`src/rtl/drt_pkg.sv`:
```
// Shared types and constants of the difficulty retarget core.
package drt_pkg;

  // register indexes (byte address / 4)
  localparam logic [2:0] REG_TIMESPAN    = 3'd0;
  localparam logic [2:0] REG_ONE_BLOCK   = 3'd1;
  localparam logic [2:0] REG_NEW_RULE    = 3'd2;
  localparam logic [2:0] REG_NO_RETARGET = 3'd3;
  localparam logic [2:0] REG_LIMIT       = 3'd4;

  localparam logic [31:0] TIMESPAN_RST  = 32'd302400;
  localparam logic [31:0] ONE_BLOCK_RST = 32'd46000;
  localparam logic [31:0] NEW_RULE_RST  = 32'd21000;
  localparam logic [8:0]  LIMIT_RST     = 9'd236;

  localparam int unsigned SPAN_W    = 35;  // clamped span, up to 6T
  localparam int unsigned CARRY_W   = 36;  // word carry of the multiplier row
  localparam int unsigned DIV_STEPS = 8;   // quotient bits per divider cell

  // floor(x/3) = (x * RECIP3) >> 33 for any 32-bit x
  localparam logic [31:0] RECIP3 = 32'hAAAA_AAAB;

  typedef struct packed {
    logic        bypass;
    logic        shift;
    logic [31:0] bits;
  } drt_side_t;

endpackage

```
`src/rtl/drt_mul_cell.sv`:
```
// Multiplier cell: one 32-bit word of the target times the span, carry to the next cell.
module drt_mul_cell #(
  parameter int unsigned PW = 256
) (
  input  logic                        clk_i,
  input  logic                        en_i,
  input  logic [PW-1:0]               v_i,
  input  logic [PW-1:0]               p_i,
  input  logic [drt_pkg::CARRY_W-1:0] c_i,
  input  logic [drt_pkg::SPAN_W-1:0]  span_i,
  input  drt_pkg::drt_side_t          side_i,
  output logic [PW-1:0]               v_o,
  output logic [PW-1:0]               p_o,
  output logic [drt_pkg::CARRY_W-1:0] c_o,
  output logic [drt_pkg::SPAN_W-1:0]  span_o,
  output drt_pkg::drt_side_t          side_o
);
  import drt_pkg::*;

  logic [31:0] word;
  logic [67:0] t;

  always_comb begin
    word = v_i[31:0];
    t = 68'(64'(word) * 64'(span_i[31:0])) +
        (68'(35'(word) * 35'(span_i[34:32])) << 32) + 68'(c_i);
  end

  // product words enter from the top, so after the last cell they sit in order
  always_ff @(posedge clk_i) begin
    if (en_i) begin
      v_o    <= v_i >> 32;
      p_o    <= {t[31:0], p_i[PW-1:32]};
      c_o    <= t[67:32];
      span_o <= span_i;
      side_o <= side_i;
    end
  end

endmodule

```
`config.mk`:
```
export PLATFORM = sky130hd
export DESIGN_NAME = drt_mul_cell
export DESIGN_NICKNAME = d
export VERILOG_FILES = /design/src/rtl/drt_pkg.sv /design/src/rtl/drt_mul_cell.sv
export SDC_FILE = /design/constraint.sdc
export NUM_CORES = 2
export LEC_CHECK = 0
export ABC_AREA = 1
export BUFFER_PORTS_ARGS = -buffer_cell sky130_fd_sc_hd__buf_2
export CORE_AREA = 2 2 476 478
export DETAILED_ROUTE_END_ITERATION = 7
export DIE_AREA = 0 0 478 480
export PLACE_DENSITY = 0.53
export SETUP_SLACK_MARGIN = 0.4
export SYNTH_ARGS = -nofsm -noshare
export SYNTH_HDL_FRONTEND = slang
export SYNTH_SLANG_ARGS = --single-unit
```
`constraint.sdc`:
```
create_clock -name clk_i -period 8.7 [get_ports clk_i]
set_input_delay 0.435 -clock clk_i [delete_from_list [all_inputs] [get_ports clk_i]]
set_output_delay 0.435 -clock clk_i [all_outputs]
set_load 0.01 [all_outputs]
```
# Word-level counts from Yosys, hierarchy flattened
# Index checks and enable logic that the tools add are counted.
[word_totals]
out_inout_bits = 617
inputBits = 619
word_cells = 11
reg_bits = 585
[op_classes]
addsub = 2
n_mul = 2
[op_table]
columns = ["operator", "count"]
rows = [
  ["$add 64x67->68", 1],
  ["$add 68x36->68", 1],
  ["$mul 32x32->64", 1],
  ["$mul 32x3->35", 1],
]

# Logic depth before layout (Yosys ltp)
[logic_depth]
word_depth = 3
ltp_mapped = 34
mapped_depth_nobuf = 32

# Worst setup path after synthesis
# No wires, ideal clock.
[synth_timing]
path_type = "input -> register"
start = "input v_i[16]"
end = "register c_o[33] in the netlist's numbering, data pin"
arrival_ns = 6.368
setup_ns = 0.252
required_time_ns = 8.448
slack_ns = 2.080
cell_stages = 29
n_path_buf = 2
cell_sequence = "clkbuf_1 > clkbuf_1 > nand2_1 > fa_1 > fa_1 > fa_1 > inv_1 > fa_1 > inv_1 > fa_1 > inv_1 > fa_1 > fa_1 > inv_1 > fa_1 > inv_1 > ha_1 > nand2_1 > inv_1 > nand2_1 > nand2_1 > inv_1 > nand2_1 > a21oi_1 > nand2_2 > nand2_1 > nand2_1 > nand2_1 > nand2_1"
[synth_between]
elab_chain_len = 3
elab_cells_between_ends = 4
[synth_lines]
columns = ["element", "line", "rtl"]
rows = [
  ["from (decl)", "drt_mul_cell.sv:7", "input logic [PW-1:0] v_i,"],
  ["$mul 32x32->64 / $mul 32x3->35 (equally long branches)", "drt_mul_cell.sv:25, drt_mul_cell.sv:26", ""],
  ["$add 64x67->68 *", "drt_mul_cell.sv:25", "t = 68'(64'(word) * 64'(span_i[31:0])) +"],
  ["$add 68x36->68 *", "drt_mul_cell.sv:26", "(68'(35'(word) * 35'(span_i[34:32])) << 32) + 68'(c_i);"],
  ["net t[65]", "drt_mul_cell.sv:21", "logic [67:0] t;"],
  ["to (signal assigned)", "drt_mul_cell.sv:34", "c_o <= t[67:32];"],
  ["to (decl)", "drt_mul_cell.sv:14", "output logic [drt_pkg::CARRY_W-1:0] c_o,"],
]
# The timed path passes the listed nets; every way through them passes the cells marked *.
# A chain may end at the register's enable or synchronous reset.

# Final worst setup path
[layout_timing]
start = "input span_i[0] in the netlist's numbering"
end = "register c_o[14] in the netlist's numbering, data pin"
[layout_between]
elab_chain_len = 3
[layout_lines]
columns = ["element", "line", "rtl"]
rows = [
  ["from (decl)", "drt_mul_cell.sv:10", "input logic [drt_pkg::SPAN_W-1:0] span_i,"],
  ["$mul 32x32->64", "drt_mul_cell.sv:25", ""],
  ["$add 64x67->68", "drt_mul_cell.sv:25", ""],
  ["$add 68x36->68", "drt_mul_cell.sv:26", ""],
  ["net t[46]", "drt_mul_cell.sv:21", ""],
]
# The timed path passes the listed nets, and every way through them passes these cells.

==> impl_table.tex <==
\begin{tabular}{lr}
\hline
Metric & Value \\
\hline
\multicolumn{2}{l}{\textbf{Status}} \\
Run status & finished with violations \\
Violated checks & design-rule violations \\
\multicolumn{2}{l}{\textbf{GRT}} \\
Remaining Overflow, GRT & 0 \\
Global-route wire length before repair & 407,000 um \\
Maximum number of pins on one net before global-route repair & 145 \\
Initial antenna violation count & $\sim$140 \\
GRT Util Overall & between 20\% and 30\% \\
Via count of the first global-routing pass & 51,600 \\
\multicolumn{2}{l}{\textbf{Synthesis}} \\
Unique cell type count in the Yosys netlist & 31 \\
Total number of yosys warnings & 0 \\
Mean instance size in the synthesized netlist & 9.35 sq um \\
Cell count after synthesis & between 6,000 and 7,000 \\
Synthesized area & roughly 59,000 sq um \\
Cells taking the most area after synthesis & fa\_1 (34\%), edfxtp\_1 (30\%), nand2\_1 (12\%) \\
Cell type with the largest total area after synthesis & fa\_1 \\
Yosys top cell area share & 33.9\% \\
Seq cells post-synth & between 500 and 600 \\
Portion of the post-synthesis area used by sequential elements & $\sim$30\% \\
\multicolumn{2}{l}{\textbf{Cells and area}} \\
Fill cell instance count of the final layout & around 23,000 \\
FF/Latch Area & 17,600 sq um \\
Filler-free cell count of the finished design & 11,000 \\
Final \#Nets & 9,820 \\
Area overhead of the layout relative to synthesis & 28.7\% \\
Share of layout cells above drive strength 1 & $\sim$18\% \\
Combined area of the multi-input logic cells & approximately 34,000 sq um \\
\multicolumn{2}{l}{\textbf{Routing}} \\
Count of TritonRoute iterations in the first routing pass & 7 \\
Top routing layer in use & met5 \\
Final ANT Viol Nets & 0 \\
Post-detailed-routing wire length & 298,000 um \\
Routed wirelength normalized by instance count & 27.0 um \\
DRC violations left & 6 \\
Metal-1 WL & 115,000 um \\
Met3 wire length & approximately 20,000 um \\
Iter 0 DRT Violations & 3,808 \\
Via density & $\sim$4.4 \\
Met2 wire length & 142,000 um \\
Vias after detailed routing & between 40,000 and 50,000 \\
\multicolumn{2}{l}{\textbf{Timing}} \\
Setup Total Neg Slack & 0 ns \\
Number of hold-slack violations in the final timing report & 0 \\
Max Slew Vio Count & 0 \\
Rel. slew slack & 17.8\% \\
Transition at the pin with the smallest max-transition slack & 1.23 ns \\
Achievable frequency & 140 MHz \\
Final cycle utilization of the critical path & between 80\% and 90\% \\
Final setup violation count & 0 \\
Final min period & 7.16 ns \\
Unrepaired setup endpoints after global routing & false \\
Hold slack final & 0.0303 ns \\
\multicolumn{2}{l}{\textbf{Clock tree}} \\
Clock input transition at the sequential cells of the worst setup and hold paths & roughly 0.06 ns \\
Number of buffers between clock root and the deepest sink & 3 \\
CTS tree & done \\
Total number of clock tree sinks & between 500 and 600 \\
Number of setup buffers added after CTS & 0 \\
CTS H-tree lvls & 3 \\
Total CTS buffers & 76 \\
Clock Tree Root & clkbuf\_16 \\
\multicolumn{2}{l}{\textbf{Hold path}} \\
Beginning of the worst hold path & p\_i[38] \\
Path class of the lowest-slack min-delay path & input port to flip-flop \\
End of the worst hold path & p\_o[6]\$\_DFFE\_PP\_ \\
Cell depth of the worst min-delay path & 1 \\
\multicolumn{2}{l}{\textbf{Setup path}} \\
Crit path kind & input port to flip-flop \\
Crit Path Max Fanout & 33 \\
Worst endpoint data arrival time & 7.65 ns \\
Worst setup SP type & input port \\
Data required time at the worst endpoint & 9.19 ns \\
Endpoint kind of the worst setup timing path & flip-flop \\
\multicolumn{2}{l}{\textbf{Floorplanning}} \\
Die footprint & 229,000 sq um \\
Chip Width & approximately 480 um \\
Initial core utilization & 26.3\% \\
Row count & between 150 and 200 \\
Placeable core region & 224,000 sq um \\
Vertical die dimension & 480 um \\
I/O Pins & 1,236 \\
\multicolumn{2}{l}{\textbf{Place}} \\
Count of port buffers added during placement & 1,171 \\
Final HPWL from detailed placement & 250,000 um \\
Placed Cells incl. Taps & 10,300 \\
Global placer's final weighted congestion & 0.983 \\
\multicolumn{2}{l}{\textbf{Run}} \\
Max-capacitance violation count & 0 \\
\hline
\end{tabular}
==> worst max-delay path: stages <==
cell     delay, ns
buf_2         0.63
nand2_1       0.17
fa_1          0.52
fa_1          0.64
inv_1         0.08
fa_1          0.49
inv_1         0.06
fa_1          0.53
inv_1         0.05
fa_1          0.50
fa_1          0.51
fa_1          0.49
inv_1         0.05
fa_1          0.64
inv_1         0.07
ha_1          0.40
nand2_1       0.14
nor2_2        0.12
inv_1         0.10
nor3_2        0.29
nand3_1       0.12
nand2_1       0.25
nand2_1       0.12
nand3_1       0.09
nand2_1       0.10
==> metrics by stage <==
| step | worst slack (ns) | util, % | cell area [sq um] |
|---|---|---|---|
| detailed placement | 0.825 | 30.6 | 68500 |
| global route | 1.28 | 33.8 | 75800 |
| global placement | 0.807 | 30.6 | 68500 |
| CTS | 1.64 | 33.8 | 75600 |
| finish | 1.54 | 33.9 | 75800 |
| floorplan | 2.08 | - | 59000 |
==> flip-flops by register name, summed over array words and instances, names as in the netlist <==
name and cells:
p_o 256, v_o 224, c_o 36, span_o 35
side_o 34
==> cells by family (layout without fill, tap and decap cells) <==
family | after synthesis | count (layout) | synth area share, %
AND/OR/NAND/NOR | 2141 | 2141 | 14.1
adder cells (fa/ha/maj) | 1319 | 1319 | 40.7
XOR/XNOR | 50 | 50 | 0.743
buffers and inverters | 2089 | 3695 | 13.5
other | 1 | 123 | 0.00637
AO/OA/AOI/OAI | 117 | 117 | 1.06
flip-flops | 585 | 585 | 29.8
==> placed cells by master, fill, tap and decap left out, drive strengths merged, types with 2 or more instances in the layout <==
cell and n:
nor2 160, o21bai 4, clkinv 24, nand2 1856, a21oi 81, nand3b 2, nand3 85, inv 1829
fa 998, dlygate4sd3 448, xor2 46, nand4 15, xnor2 4, edfxtp 585, ha 321, clkinvlp 5
clkbuf 89, buf 1288, conb 32, o21ai 24, nor4 3, a21o 2, bufinv 12, nor3 18
o21a 6, diode 91
==> cell usage after synthesis (all sizes together) <==
cell type and count:
clkbuf 227, edfxtp 585, nor4 3, nand2 1856
xnor2 4, clkinv 1, nand4 15, o21bai 4
o21a 6, ha 321, nor2 160, nand3b 2
and2 1, inv 1823, nor3 18, fa 998
conb 1, nand3 85, o21ai 24, a21oi 81
xor2 46, or2 1, a21o 2, buf 38
==> worst max-delay path by stage <==
stage | from | end | slack, ns | cells after the start
2_1_floorplan | v_i[16] | c_o[33]$_DFFE_PP_ | 2.08 | 29
3_3_place_gp | span_i[0] | c_o[14]$_DFFE_PP_ | 0.81 | 25
3_5_place_dp | span_i[0] | c_o[14]$_DFFE_PP_ | 0.83 | 25
4_1_cts | span_i[0] | c_o[8]$_DFFE_PP_ | 1.64 | 25
5_1_grt | span_i[9] | c_o[8]$_DFFE_PP_ | 1.28 | 26
6_report | span_i[0] | c_o[14]$_DFFE_PP_ | 1.54 | 25
==> what timing repair did <==
action                                 CTS  global route
resized for setup                        0             0
hold buffers                           448             0
endpoints found under the hold margin  448             0
==> layout make-up <==
type                    count  area share, %
well taps                2992           4.94
repair buffers           1736           14.9
multi-input cells        3659           44.2
flip-flops and latches    585           23.2
diodes                     91          0.300
inverters                1824           9.03
clock inverters            46          0.926
clock buffers              89           2.57
==> routing by layer <==
metal  vias to the layer above  GRT usage (%)
met2                      2195           42.8
met5                         -           1.08
met4                        10           16.2
met1                     24900           30.8
li1                      21300              -
met3                       586           4.79
Power is left out: the tool's default activity adds up to more than one toggle a clock period on the data nets, which glitch-free logic cannot reach.
