<file path="config.mk">
export PLATFORM = sky130hd
export DESIGN_NAME = drt_div_cell
export DESIGN_NICKNAME = d
export VERILOG_FILES = /design/src/rtl/drt_pkg.sv /design/src/rtl/drt_div_cell.sv
export SDC_FILE = /design/constraint.sdc
export NUM_CORES = 1
export LEC_CHECK = 0
export ABC_AREA = 1
export BUFFER_PORTS_ARGS = -buffer_cell sky130_fd_sc_hd__buf_2
export CAP_MARGIN = 40
export CELL_PAD_IN_SITES_DETAIL_PLACEMENT = 0
export CELL_PAD_IN_SITES_GLOBAL_PLACEMENT = 1
export CORE_AREA = 4 4 259 261
export CTS_CLUSTER_DIAMETER = 120
export DETAILED_ROUTE_END_ITERATION = 16
export DIE_AREA = 0 0 263 265
export GPL_TIMING_DRIVEN = 0
export HOLD_SLACK_MARGIN = 0.08
export PLACE_DENSITY = 0.88
export SLEW_MARGIN = 0
export SYNTH_ARGS = -nofsm -noshare
export SYNTH_HDL_FRONTEND = slang
export SYNTH_SLANG_ARGS = --single-unit
</file>
<file path="constraint.sdc">
create_clock -name clk_i -period 41.8 [get_ports clk_i]
set_input_delay 2.09 -clock clk_i [delete_from_list [all_inputs] [get_ports clk_i]]
set_output_delay 2.09 -clock clk_i [all_outputs]
set_load 0.02 [all_outputs]
</file>
<file path="src/rtl/drt_pkg.sv">
// Shared types and constants of the difficulty retarget core.
package drt_pkg;

  // register indexes (byte address / 4)
  localparam logic [2:0] REG_TIMESPAN    = 3'd0;
  localparam logic [2:0] REG_ONE_BLOCK   = 3'd1;
  localparam logic [2:0] REG_NEW_RULE    = 3'd2;
  localparam logic [2:0] REG_NO_RETARGET = 3'd3;
  localparam logic [2:0] REG_LIMIT       = 3'd4;

  localparam logic [31:0] TIMESPAN_RST  = 32'd302400;
  localparam logic [31:0] ONE_BLOCK_RST = 32'd46000;
  localparam logic [31:0] NEW_RULE_RST  = 32'd21000;
  localparam logic [8:0]  LIMIT_RST     = 9'd236;

  localparam int unsigned SPAN_W    = 35;  // clamped span, up to 6T
  localparam int unsigned CARRY_W   = 36;  // word carry of the multiplier row
  localparam int unsigned DIV_STEPS = 8;   // quotient bits per divider cell

  // floor(x/3) = (x * RECIP3) >> 33 for any 32-bit x
  localparam logic [31:0] RECIP3 = 32'hAAAA_AAAB;

  typedef struct packed {
    logic        bypass;
    logic        shift;
    logic [31:0] bits;
  } drt_side_t;

endpackage

</file>
<file path="src/rtl/drt_div_cell.sv">
// Divider cell: eight restoring-division steps on the running remainder.
module drt_div_cell #(
  parameter int unsigned DW = 256
) (
  input  logic               clk_i,
  input  logic               en_i,
  input  logic [31:0]        div_i,
  input  logic [31:0]        r_i,
  input  logic [DW-1:0]      q_i,
  input  drt_pkg::drt_side_t side_i,
  output logic [31:0]        r_o,
  output logic [DW-1:0]      q_o,
  output drt_pkg::drt_side_t side_o
);
  import drt_pkg::*;

  logic [31:0]   r;
  logic [32:0]   rr;
  logic [DW-1:0] q;

  // dividend bits leave the top of q while quotient bits enter at the bottom
  always_comb begin
    r  = r_i;
    q  = q_i;
    rr = '0;
    for (int s = 0; s < DIV_STEPS; s++) begin
      rr = {r, q[DW-1]};
      q  = {q[DW-2:0], 1'b0};
      if (rr >= {1'b0, div_i}) begin
        rr   = rr - {1'b0, div_i};
        q[0] = 1'b1;
      end
      r = rr[31:0];
    end
  end

  always_ff @(posedge clk_i) begin
    if (en_i) begin
      r_o    <= r;
      q_o    <= q;
      side_o <= side_i;
    end
  end

endmodule

</file>
**After elaboration in Yosys (flattened, before gate mapping)**

Cells that the tools add are included.

- Bits in registers: 322
- Logic and storage cells: 37

- Multiplexer cells: 16
- $lt $le $gt $ge: 8
- $add $sub $neg: 8

Operators with widths:

| cell | number |
|---|---|
| 33-bit by 32-bit greater-or-equal comparator with 1-bit output | 8 |
| 32-bit two-way mux | 8 |
| 32-bit subtractor | 8 |
| 1-bit two-way mux | 8 |

**Depth between registers and ports, before layout**

- Depth in word-level cells: 16
- Gate-level depth with buffers: 157

**Least setup slack after synthesis**

No wires, ideal clock.

- Kind: input-to-reg
- Start point: in div_i[28]
- End point: reg r_o[25], data pin
- Setup time: 256 ps
- Data required time: 41544 ps
- Setup slack: 21937 ps
- Buffers on the path: 14
- Stages on the path: 150
- Arrival: 19607 ps
- Cells stage by stage: inv_1 -> ha_1 -> nand2_1 -> inv_2 -> nand2_1 -> nand2_1 -> nand2_1 -> nand3_1 -> a21oi_2 -> nand4_2 -> buf_4 -> buf_2 -> buf_4 -> o21ai_0 -> inv_1 -> ha_1 -> nand2_1 -> nor2_1 -> [114 not listed] -> nand2_1 -> nand2_1 -> nand2_1 -> nand2_1 -> nand2_1 -> nand2_1 -> nand2_1 -> nand2_1 -> nand2_1 -> nand2_1 -> a21oi_1 -> o21ai_0 -> a21oi_1 -> o21ai_0 -> a21boi_0 -> xnor2_1 -> nand2_1 -> o21ai_1

- Word-level cells in the longest chain between the ends: 16

Ends and longest elaborated chain:

| what | RTL line | RTL |
|---|---|---|
| start: declaration | drt_div_cell.sv:7 | `input logic [31:0] div_i,` |
| 32-bit subtractor / 33-bit by 32-bit greater-or-equal comparator with 1-bit output (equally long branches) | drt_div_cell.sv:30, drt_div_cell.sv:29 |  |
| 32-bit two-way mux | drt_div_cell.sv:29 | `if (rr >= {1'b0, div_i}) begin` |
| 32-bit subtractor / 33-bit by 32-bit greater-or-equal comparator with 1-bit output (equally long branches) | drt_div_cell.sv:30, drt_div_cell.sv:29 |  |
| 32-bit two-way mux | drt_div_cell.sv:29 |  |
| 32-bit subtractor / 33-bit by 32-bit greater-or-equal comparator with 1-bit output (equally long branches) | drt_div_cell.sv:30, drt_div_cell.sv:29 |  |
| 32-bit two-way mux | drt_div_cell.sv:29 |  |
| 33-bit by 32-bit greater-or-equal comparator with 1-bit output / 32-bit subtractor (equally long branches) | drt_div_cell.sv:29, drt_div_cell.sv:30 |  |
| 32-bit two-way mux | drt_div_cell.sv:29 |  |
| 32-bit subtractor / 33-bit by 32-bit greater-or-equal comparator with 1-bit output (equally long branches) | drt_div_cell.sv:30, drt_div_cell.sv:29 |  |
| 32-bit two-way mux | drt_div_cell.sv:29 |  |
| 32-bit subtractor / 33-bit by 32-bit greater-or-equal comparator with 1-bit output (equally long branches) | drt_div_cell.sv:30, drt_div_cell.sv:29 |  |
| 32-bit two-way mux | drt_div_cell.sv:29 |  |
| 32-bit subtractor / 33-bit by 32-bit greater-or-equal comparator with 1-bit output (equally long branches) | drt_div_cell.sv:30, drt_div_cell.sv:29 |  |
| 32-bit two-way mux | drt_div_cell.sv:29 |  |
| 32-bit subtractor / 33-bit by 32-bit greater-or-equal comparator with 1-bit output (equally long branches) | drt_div_cell.sv:30, drt_div_cell.sv:29 |  |
| 32-bit two-way mux * | drt_div_cell.sv:29 |  |
| net rr[25] | drt_div_cell.sv:18 | `logic [32:0] rr;` |
| end signal: assignment | drt_div_cell.sv:39 | `r_o <= r;` |
| end: declaration | drt_div_cell.sv:11 | `output logic [31:0] r_o,` |

Mark *: on every way through the listed nets, which the timed path passes. The rest lies on a longest branch.
A chain may end at the register's enable or synchronous reset.

**Worst setup path in the final report**

- Start point: in div_i[12]
- End point: reg r_o[27], data pin

- Word-level cells in the longest chain between the ends: 16

Ends and longest elaborated chain:

| what | RTL line |
|---|---|
| 32-bit subtractor / 33-bit by 32-bit greater-or-equal comparator with 1-bit output (equally long branches) | drt_div_cell.sv:30, drt_div_cell.sv:29 |
| 32-bit two-way mux | drt_div_cell.sv:29 |
| 32-bit subtractor / 33-bit by 32-bit greater-or-equal comparator with 1-bit output (equally long branches) | drt_div_cell.sv:30, drt_div_cell.sv:29 |
| 32-bit two-way mux | drt_div_cell.sv:29 |
| 32-bit subtractor / 33-bit by 32-bit greater-or-equal comparator with 1-bit output (equally long branches) | drt_div_cell.sv:30, drt_div_cell.sv:29 |
| 32-bit two-way mux | drt_div_cell.sv:29 |
| 32-bit subtractor / 33-bit by 32-bit greater-or-equal comparator with 1-bit output (equally long branches) | drt_div_cell.sv:30, drt_div_cell.sv:29 |
| 32-bit two-way mux | drt_div_cell.sv:29 |
| 32-bit subtractor / 33-bit by 32-bit greater-or-equal comparator with 1-bit output (equally long branches) | drt_div_cell.sv:30, drt_div_cell.sv:29 |
| 32-bit two-way mux | drt_div_cell.sv:29 |
| 32-bit subtractor / 33-bit by 32-bit greater-or-equal comparator with 1-bit output (equally long branches) | drt_div_cell.sv:30, drt_div_cell.sv:29 |
| 32-bit two-way mux | drt_div_cell.sv:29 |
| 32-bit subtractor / 33-bit by 32-bit greater-or-equal comparator with 1-bit output (equally long branches) | drt_div_cell.sv:30, drt_div_cell.sv:29 |
| 32-bit two-way mux | drt_div_cell.sv:29 |
| 32-bit subtractor / 33-bit by 32-bit greater-or-equal comparator with 1-bit output (equally long branches) | drt_div_cell.sv:30, drt_div_cell.sv:29 |
| 32-bit two-way mux * | drt_div_cell.sv:29 |
| net rr[27] | drt_div_cell.sv:18 |

Marked as above.

==> flow_metrics.tcl <==
set metrics [dict create \
    routed_via_density 5.34 \
    h-tree-depth 2 \
    drt_pre_antenna_iters 6 \
    antenna_found_initial 9 \
    multi_input_area_mm2 0.0147 \
    worst_hold_slack_ns 1.68 \
    synthTopCellsByCount "nand2_1 (924), inv_1 (346), edfxtp_1 (322)" \
    core_area_mm2 0.0645 \
    cts_hold_buf 0 \
    crit_type "input pin to flop" \
    synth_edf_count 322 \
    fillerInstances 6357 \
    gp_congestion 0.968 \
    synthFlopType "edfxtp_1" \
    setup-tns-final_ns 0 \
    clockRootBuffer "clkbuf_16" \
    die_area_mm2 0.0697 \
    yosysMostFrequentCell "nand2_1" \
    synthesis.nets 3888 \
    finalSetupViolCount 0 \
    area_delta_synth_final_pct 23.4 \
    maxClockFrequency_mhz 38.4 \
    grt_pass1_wl_um 156000 \
    relSlewSlack_pct 39.4 \
    grt_usage_pct 29.9 \
    dpl_cell_area_mm2 0.0309 \
    post-route-drc-count 0 \
    grt_start_max_net_pins 131 \
    post_cts_buffers 0 \
    grt_pass1_vias 24100 \
    clk_path_buf_depth 3 \
    synth_seq_cells 322 \
    hold_class "input pin to flop" \
    rsz0062_at_grt "no" \
    fp-row-count 93 \
    final_nets 4622 \
    max_stage_delay_ns 0.68 \
    finalWorstSetupSlack_ns 15.78 \
    async_flop_share_pct 0 \
    tightest_slew_ns 0.907 \
    dpl_worst_slack_ns 15.81 \
    fin_crit_sh_pct 62.2 \
    avgSynthCellArea_um2 7.97 \
    yosysTopAreaCell "edfxtp_1" \
    end_kind "flop" \
    seq_area_mm2 0.00967 \
    post-route-min-period_ns 26.02 \
    drv_cap 0 \
    drt_iter0_drc 2605 \
    fin_area_mm2 0.0321 \
    port_buffers 677 \
    die_y_um 265 \
    startpoint_type "input pin" \
    cp_num_buf_inv 25 \
    status "finished clean" \
    syn-cell-area_mm2 0.0260 \
    grt_remaining_overflow 0 \
    synth_area_leaders "edfxtp_1 (37%), nand2_1 (13%), ha_1 (12%)" \
    layout-drive-gt1-share_pct 21.9 \
    dp_hpwl_um 90300 \
    io_pins 678 \
    synth_cell_type_count 54 \
    required_ns 42.21 \
    vias 26100 \
    path_delay_family "compound AO/OA/AOI/OAI gates" \
    post_cts_resized 0 \
    cts_buffers 38 \
    initial_core_util_pct 40.4 \
    yosysSeqAreaShare_pct 37.1 \
    hold_viol_final 0 \
    synth_top_area_share_pct 37.1 \
    ant_nets 0 \
    cts_tree "done" \
    critPathArrivalTime_ns 26.43 \
    cp_slowest_cell "o21ai_0" \
    ys.warnings.count 0 \
    wl_per_cell_um 22.6 \
    die_w_um 263 \
    cp_common_cell "nand2_1" \
    clk_pin_slew_ns 0.06 \
    routed_wl_um 110000 \
    cts_sinks 322 \
    slew_violations 0 \
    netlist_instances 3268 \
    cp_max_fo 10 \
]
registers in the layout, summed over array words and instances (netlist names):
| register | flops |
|---|---|
| q_o | 256 |
| r_o | 32 |
| side_o | 34 |
cell type report:
cell class,count,area share [%]
multi-input cells,2530,45.7
repair buffers,694,11.6
plain buffers,50,0.943
clock buffers,43,3.02
well taps,855,3.33
clock inverters,22,0.908
inverters,366,4.29
diodes,4,0.0312
flip-flops and latches,322,30.1
routing by layer:
metal / wire length [µm] / GRT usage, %
met1: 44400 / 38.1
met2: 50600 / 49.1
met3: 8540 / 5.16
met4: 6600 / 15.1
met5: 21 / 0
per-stage QoR:
stage | std cells | utilization, %
floorplan | 3268 | -
global placement | 4800 | 47.3
detailed placement | 4817 | 47.9
CTS | 4882 | 49.8
global route | 4882 | 49.8
finish | 4886 | 49.8
cells in the final DEF (no fill, tap or decap), drive strengths merged, types with 2 or more instances in the layout:
master / instances
nand2: 950
buf: 737
inv: 368
edfxtp: 322
o21ai: 273
a21oi: 266
ha: 256
nor2: 178
nand3: 160
xor2: 111
xnor2: 102
clkbuf: 50
nand4: 32
nor3: 29
a21o: 22
o21a: 22
or2: 21
o21bai: 18
a31oi: 16
a21boi: 14
clkinv: 14
nor4: 13
nand3b: 8
fa: 8
o221ai: 5
bufinv: 5
diode: 4
a211oi: 4
o211ai: 4
a31o: 3
o31ai: 3
and2: 2
o221a: 2
a221oi: 2
logic make-up (layout without fill, tap and decap cells):
logic type	Yosys count	after routing	share of synthesized area (%)
and+or+nand+nor	1395	1395	22.5
AOI/OAI and AO/OA	658	658	13.9
buffers and inverters	416	1175	6.46
adders and majority gates	264	264	12.9
DFF	322	322	37.1
xor gates and xnor gates	213	213	7.16
other	0	4	0
final timing paths:
path	start	to	slack, ns	cells after the start
setup / recovery	div_i[12]	r_o[27]$_DFFE_PP_	15.78	146
hold / removal	side_i[1]	side_o[1]$_DFFE_PP_	1.68	1
Power is left out: the tool's default activity adds up to more than one toggle a clock period on the data nets, which glitch-free logic cannot reach.
